**config.mk**
```make
export PLATFORM = sky130hd
export DESIGN_NAME = awlr_divider
export DESIGN_NICKNAME = d
export VERILOG_FILES = /design/src/rtl/awlr_pkg.sv /design/src/rtl/awlr_divider.sv
export SDC_FILE = /design/constraint.sdc
export NUM_CORES = 1
export LEC_CHECK = 0
export BUFFER_PORTS_ARGS = -buffer_cell sky130_fd_sc_hd__buf_2
export CORE_MARGIN = 2
export CORE_UTILIZATION = 54
export DETAILED_ROUTE_END_ITERATION = 8
export PLACE_DENSITY_LB_ADDON = 0.05
export SLEW_MARGIN = 40
export SYNTH_ARGS = -nofsm -noshare
export SYNTH_HDL_FRONTEND = slang
export SYNTH_SLANG_ARGS = --single-unit
```
**constraint.sdc**
```tcl
create_clock -name clk -period 3.51 [get_ports clk]
set_clock_uncertainty 0.1 [all_clocks]
set_input_delay 0.5265 -clock clk [delete_from_list [all_inputs] [get_ports clk]]
set_output_delay 0.5265 -clock clk [all_outputs]
set_load 0.02 [all_outputs]
```
**src/rtl/awlr_pkg.sv**
```systemverilog
// ----------------------------------------------------------------------------
// awlr_pkg
// shared types and constants of the alpha-weighted linear resampler
// ----------------------------------------------------------------------------
package awlr_pkg;

  localparam int STEP_W  = 24;
  localparam int IDX_W   = 12;
  localparam int PIX_W   = 16;
  localparam int ALPHA_W = 13;
  localparam int FRAC_W  = 16;
  localparam int POS_W   = 42;
  localparam int WT_W    = 18;
  localparam int NUM_W   = 36;
  localparam int DEN_W   = 19;

  localparam logic [0:0] OP_WRITE   = 1'b0;
  localparam logic [0:0] OP_REQUEST = 1'b1;

  localparam logic [0:0] REG_STEP = 1'b0;
  localparam logic [0:0] REG_LAST = 1'b1;

  typedef enum logic [2:0] {
    ST_IDLE,
    ST_READ,
    ST_WEIGHT,
    ST_PRODUCT,
    ST_DIVIDE,
    ST_OUT
  } state_t;

  typedef struct packed {
    logic start;
    logic busy;
    logic done;
  } div_ctrl_t;

endpackage

```
**src/rtl/awlr_divider.sv**
```systemverilog
// ----------------------------------------------------------------------------
// awlr_divider
// three-lane radix-2 signed divider, quotient truncated toward zero
// ----------------------------------------------------------------------------
module awlr_divider
  import awlr_pkg::*;
(
  input  logic                    clk,
  input  logic                    rst,
  input  logic                    start,
  input  logic signed [NUM_W-1:0] num [3],
  input  logic        [DEN_W-1:0] den,
  output div_ctrl_t               ctrl,
  output logic        [PIX_W-1:0] quot [3]
);

  localparam int CNT_W = $clog2(NUM_W + 1);

  logic [NUM_W-1:0] mag [3];
  logic [DEN_W:0]   rem [3];
  logic             neg [3];
  logic [DEN_W-1:0] dreg;
  logic [CNT_W-1:0] cnt;
  logic             busy;
  logic             done;

  always_ff @(posedge clk) begin
    if (rst) begin
      busy <= 1'b0;
      done <= 1'b0;
      cnt  <= '0;
    end else begin
      done <= 1'b0;
      if (start) begin
        busy <= 1'b1;
        cnt  <= CNT_W'(NUM_W);
      end else if (busy) begin
        cnt <= cnt - 1'b1;
        if (cnt == CNT_W'(1)) begin
          busy <= 1'b0;
          done <= 1'b1;
        end
      end
    end
  end

  for (genvar l = 0; l < 3; l++) begin : g_lane
    logic [DEN_W:0] trial;
    assign trial = {rem[l][DEN_W-1:0], mag[l][NUM_W-1]};
    always_ff @(posedge clk) begin
      if (start) begin
        neg[l] <= num[l][NUM_W-1];
        mag[l] <= num[l][NUM_W-1] ? NUM_W'(-num[l]) : NUM_W'(num[l]);
        rem[l] <= '0;
      end else if (busy) begin
        if (trial >= {1'b0, dreg}) begin
          rem[l] <= trial - {1'b0, dreg};
          mag[l] <= {mag[l][NUM_W-2:0], 1'b1};
        end else begin
          rem[l] <= trial;
          mag[l] <= {mag[l][NUM_W-2:0], 1'b0};
        end
      end
    end
    assign quot[l] = neg[l] ? PIX_W'(-mag[l]) : mag[l][PIX_W-1:0];
  end

  always_ff @(posedge clk) begin
    if (start) dreg <= den;
  end

  assign ctrl = '{start: start, busy: busy, done: done};

endmodule

```
==> results.tsv, run 1 <==
stage	metric	value	unit
setup_path	WP data arrival	2.66	ns
clocking	CTS tree	done	
placed_design	routability cong.	0.902	
cells_and_area	Core Util, Final	62.3	%
drt	drt initial violations	1175	
synth	area of the mapped netlist	14200	sq um
synth	Post-synth top cells	194 x nand2_1, 187 x edfxtp_1, 177 x o21ai_0, 110 x xor2_1, 87 x a21oi_1	
power	LEAKAGE	6.33	nW
placed_design	Placed Cells incl. Taps	1985	
drt	via count	12300	
setup_path	Setup crit end kind	output pin	
sta	worst-margin pin slew	0.789	ns
run_status	status	complete, no violations	
setup_path	CP Max Fanout	5	
grt	pin count of the biggest net entering global routing	94	
cells_and_area	synthesis-to-finish area growth	13.6	%
sta	# setup viols final	0	
grt	first-pass GRT wire length	59900	um
drt	post-route ant nets	0	
clocking	clk slew on worst S/H paths	0.09	ns
placed_design	hpwl dp	27200	um
drt	Routed WL	37000	um
setup_path	Worst setup startpoint	mag[1][0]	
cells_and_area	NumNets Final	1867	
synth	Syn Area/Cell	9.34	sq um
synth	Synth top area share	39.6	%
synth	Cells after Synth	1520	
synth	most frequent cell after synthesis	nand2_1	
clocking	TritonCTS buffer count	17	
setup_path	type of origin of the critical path	flop	
synth	ys async rst share	0	%
job	Max Cap Viol	0	
floorplan	core area	25900	sq um
sta	period utilization	93.8	%
floorplan	chip width	166	um
synth	register area share after synthesis	40.7	%
clocking	cts repair resizes	0	
sta	count of pins over their slew limit	0	
min_path	Hold/Removal Path Class	in2reg	
clocking	setup bufs post-CTS	0	
clocking	Clock Root Buffer	clkbuf_16	
cells_and_area	Layout Cells excl Fill	2020	
min_path	hold_sp	den[11]	
grt	vias in the first global route	11500	
placed_design	Port-buffer cells	180	
synth	FF+latch count, synth	195	
grt	antenna violations before repair	6	
clocking	Longest Clk Path Bufs	2	
placed_design	placed inst area	15500	sq um
synth	count of cell types in the netlist	73	
power	Total Power	7.35	mW
grt	total track usage	26.6	%
cells_and_area	layout cells sized above 1	16.2	%
clocking	clk_lat worst skew	0.45	ns
clocking	Clock Sink Count	195	
floorplan	Die ar.	27600	sq um
floorplan	Ports	181	
clocking	H-tree depth	4	
clocking	hold_buf cts	0	
floorplan	initial core utilization	54.8	%
setup_path	worst r2r src	dreg[7]	
drt	routed len/inst	18.3	um
synth	post-synth net total	1718	
setup_path	data required time of the worst path	2.88	ns
sta	Hold Vio Cnt, Final	0	
synth	number of synthesized flops with an enable pin	187	
synth	Synth area leader	edfxtp_1	
floorplan	chip height	166	um
sta	Worst slew margin	47.3	%
power	power density over the cells	456	nW/um^2
cells_and_area	Finished Cell Area	16100	sq um
power	worst vdd ir	0.389	mV
synth	Synth Warn #	0	
floorplan	Rows	59	
sta	fin crit period	3.29	ns
synth	top_reg_cell synth	edfxtp_1	
synth	top post-synthesis cells by area	edfxtp_1 40%, xor2_1 6.8%, o21ai_0 6.2%, ha_1 5.7%, nand2_1 5.1%	
setup_path	critical path class	reg2out	
drt	Vias/cell	6.08	
grt	total gr overflow	0	
drt	drt first pass iters	6	
sta	fmax	304	MHz
sta	aggregate negative setup slack	0	ns
sta	RSZ-0062 raised after global routing	false	
drt	DRC violations left	0	
[logic make-up (layout without fill, tap and decap cells)]
family	Yosys count	count (layout)	share of synthesized area [%]
XOR/XNOR	177	177	10.9
AND/OR/NAND/NOR	464	464	16.4
other	0	3	0
buffers and inverters	124	286	3.53
multiplexers	5	5	0.353
AO/OA/AOI/OAI	487	487	22.0
flip-flops	195	195	40.7
adder cells (fa/ha/maj)	68	68	6.15
[per-stage QoR]
step                hold slack (ns)  setup slack (ns)
detailed placement            0.411             0.240
global route                  0.132            0.0398
CTS                           0.136             0.124
floorplan                     0.378             0.112
finish                        0.149             0.219
global placement              0.395             0.281
[power by group]
group	leakage, nW	internal, mW	switching (mW)	total, mW
logic	4.02	0.855	1.31	2.16
clock network	0.313	1.06	1.07	2.13
registers	1.99	2.87	0.182	3.06
[registers in the layout (all words and copies together) (netlist names)]
name	count
mag	108
rem	57
dreg	19
cnt	6
neg	3
busy	1
done	1
[critical path: stages, from the launching register on]
cell      delay (ns)
edfxtp_1        0.47
nor3_1          0.20
nand2_1         0.09
or3_1           0.35
or4_1           0.49
o31ai_2         0.28
xnor2_1         0.15
buf_2           0.18
[layout make-up]
type                    count  area [sq um]
fillers                  2289          9780
inverters                  46           173
multi-input cells        1201          7950
clock buffers              17           425
diodes                      3          7.51
clock inverters            15           223
repair buffers            208          1160
flip-flops and latches    195          5780
well taps                 335           419
[routing by layer]
metal  track usage (%)  part of all wire [%]  up-vias
met5                 0                  0.11        -
met3              4.03                   6.0       51
met1              38.1                    46     5850
met2              42.0                    46      389
li1                  -                     -     5991
met4              7.71                   1.7        6
[path summary, 6_finish.rpt]
kind / end / slack (ns) / depth (start not counted)
setup / recovery: quot[31] / 0.22 / 7
hold / removal: dreg[11] / 0.15 / 1
setup reg to reg: rem[0][7] / 0.25 / 9
hold reg to reg: mag[2][21] / 0.42 / 2
[cells in the final DEF, fill, tap and decap left out, types with 30 or more instances in the layout]
master and n:
nor3_1 30, xor2_1 110, buf_2 180, xnor2_1 67, ha_1 65, nor2_1 50, o31ai_1 49, o21ai_0 177
inv_1 46, nand2_1 194, edfxtp_1 187, nand3_1 33, a21oi_1 86
(Power assumes the default switching activity.)
==> run 2: changes to the inputs <==
Settings changed: CORE_UTILIZATION 54 to 45, CTS_CLUSTER_DIAMETER from default to 80.
==> run 2 against run 1 <==
Effect of this change: die area is 19% higher; fmax is 0.19% higher; cell count is 3.4% higher; core utilization is 11 points lower; critical path depth stayed put; largest power group unchanged.
==> results.tsv, run 2 (same netlist as run 1, synthesis figures left out) <==
stage	metric	value	unit
floorplan	Rows	65	
power	worst vdd ir	0.374	mV
cells_and_area	layout cells sized above 1	16.2	%
setup_path	critical path class	reg2out	
floorplan	core area	31300	sq um
drt	post-route ant nets	0	
run_status	status	complete, no violations	
power	Total Power	7.16	mW
clocking	Longest Clk Path Bufs	2	
grt	total gr overflow	0	
grt	first-pass GRT wire length	61300	um
sta	fin crit period	3.29	ns
drt	via count	12100	
sta	aggregate negative setup slack	0	ns
drt	Routed WL	38100	um
cells_and_area	synthesis-to-finish area growth	13.9	%
setup_path	Setup crit end kind	output pin	
cells_and_area	NumNets Final	1870	
setup_path	WP data arrival	2.66	ns
grt	vias in the first global route	11600	
clocking	setup bufs post-CTS	0	
clocking	clk slew on worst S/H paths	0.08	ns
setup_path	CP Cell Sequence	nor3_1 > nand2_1 > or3_1 > or4_4 > o41ai_2 > xnor2_1 > buf_2	
cells_and_area	storage element area	5780	sq um
job	Max Cap Viol	0	
min_path	Hold/Removal Path Class	in2reg	
placed_design	routability cong.	0.890	
placed_design	hpwl dp	28500	um
setup_path	data required time of the worst path	2.88	ns
grt	total track usage	23.3	%
clocking	clk_lat worst skew	0.44	ns
floorplan	chip height	182	um
clocking	TritonCTS buffer count	17	
drt	routed len/inst	18.3	um
drt	Vias/cell	5.77	
sta	count of pins over their slew limit	0	
clocking	CTS tree	done	
placed_design	Port-buffer cells	180	
setup_path	Slowest-stage cell, CP	edfxtp_1	
grt	pin count of the biggest net entering global routing	95	
sta	Worst slew margin	53.9	%
cells_and_area	most frequent cells in the layout	194 x nand2_1, 187 x edfxtp_1, 180 x buf_2	
sta	period utilization	93.6	%
power	power density over the cells	443	nW/um^2
sta	# setup viols final	0	
sta	worst-margin pin slew	0.681	ns
cells_and_area	area occupied by multi-input gates	7960	sq um
cells_and_area	fillers	2940	
floorplan	Ports	181	
clocking	Clock Sink Count	195	
cells_and_area	leading cell type in the layout, fill and taps excluded	nand2_1	
drt	drt first pass iters	5	
power	LEAKAGE	6.30	nW
setup_path	slowest stage delay, CP	0.48	ns
setup_path	type of origin of the critical path	flop	
setup_path	CP top delay family	simple AND/OR/NAND/NOR gates	
floorplan	Die ar.	33000	sq um
floorplan	initial core utilization	45.3	%
setup_path	CP Max Fanout	5	
floorplan	chip width	182	um
cells_and_area	max reg flops	108	
drt	DRC violations left	0	
sta	Hold Vio Cnt, Final	0	
sta	RSZ-0062 raised after global routing	false	
grt	antenna violations before repair	4	
setup_path	Worst Path Buf+Inv	1	
clocking	Clock Root Buffer	clkbuf_16	
clocking	H-tree depth	4	
drt	drt initial violations	878	
sta	fmax	304	MHz
cells_and_area	Biggest register	mag	
cells_and_area	largest registers	mag (108), rem (57), dreg (19)	
## run 2: cell count changes in the layout (fill, tap and decap cells not counted), sizes merged
| cell | change |
|---|---|
| buf | +3 |
| clkbuf | +7 |
| inv | -7 |
| clkinvlp | +2 |
| diode | -1 |
| clkinv | -2 |
## run 2: worst register-to-register path: cells and delay by family, from the launching register on
kind | cells | cell delay, ns
buf+inv | 1 | 0.13
flops | 1 | 0.35
fa+ha+maj | 1 | 0.32
simple gates | 1 | 0.09
compound gates | 5 | 1.93
## run 2: path summary, 6_finish.rpt
path | from | endpoint | slack, ns | depth (start not counted)
worst max register to register | dreg[7] | rem[0][9] | 0.33 | 8
worst min register to register | cnt[1] | cnt[1] | 0.41 | 2
worst max-delay path | mag[1][0] | quot[29] | 0.22 | 7
worst min-delay path | den[15] | dreg[15] | 0.16 | 1
## run 2: power breakdown
part | leakage (nW) | switching (mW) | internal (mW)
clock network | 0.271 | 0.887 | 1.04
registers | 1.99 | 0.186 | 2.88
logic | 4.04 | 1.31 | 0.859
total | 6.30 | 2.38 | 4.78
## run 2: metrics by stage
step | setup slack (ns) | cell area [sq um] | hold slack, ns | cells | util [%]
after floorplan | 0.112 | 14200 | 0.378 | 1520 | -
after global placement | 0.405 | 15600 | 0.395 | 2055 | 49.7
after detailed placement | 0.331 | 15600 | 0.402 | 2055 | 49.8
after CTS | 0.0877 | 16100 | 0.148 | 2087 | 51.5
after global routing | 0.0374 | 16200 | 0.146 | 2089 | 51.6
final | 0.225 | 16200 | 0.164 | 2089 | 51.6
## run 2: layout make-up
| class | instances | area share (%) |
|---|---|---|
| Clock buffer | 24 | 2.98 |
| Clock inverter | 8 | 0.503 |
| Tap cell | 402 | 3.11 |
| Sequential cell | 195 | 35.7 |
| Timing Repair Buffer | 211 | 7.35 |
| Antenna cell | 2 | 0.0310 |
| Multi-Input combinational cell | 1201 | 49.2 |
| Inverter | 46 | 1.07 |
## run 2: routing by layer
metal | GRT usage [%] | share of wire, % | vias up
met4 | 6.24 | 2.0 | 4
met1 | 32.0 | 48 | 5725
met2 | 37.5 | 45 | 285
met5 | 0 | 0.071 | -
met3 | 4.71 | 4.6 | 53
li1 | - | - | 5994
## run 2: repair_timing
action / CTS / global route
resized for setup: 0 / 3
hold buffers: 0 / 0
endpoints found under the hold margin: 0 / 0
setup endpoints to repair: 0 / 2
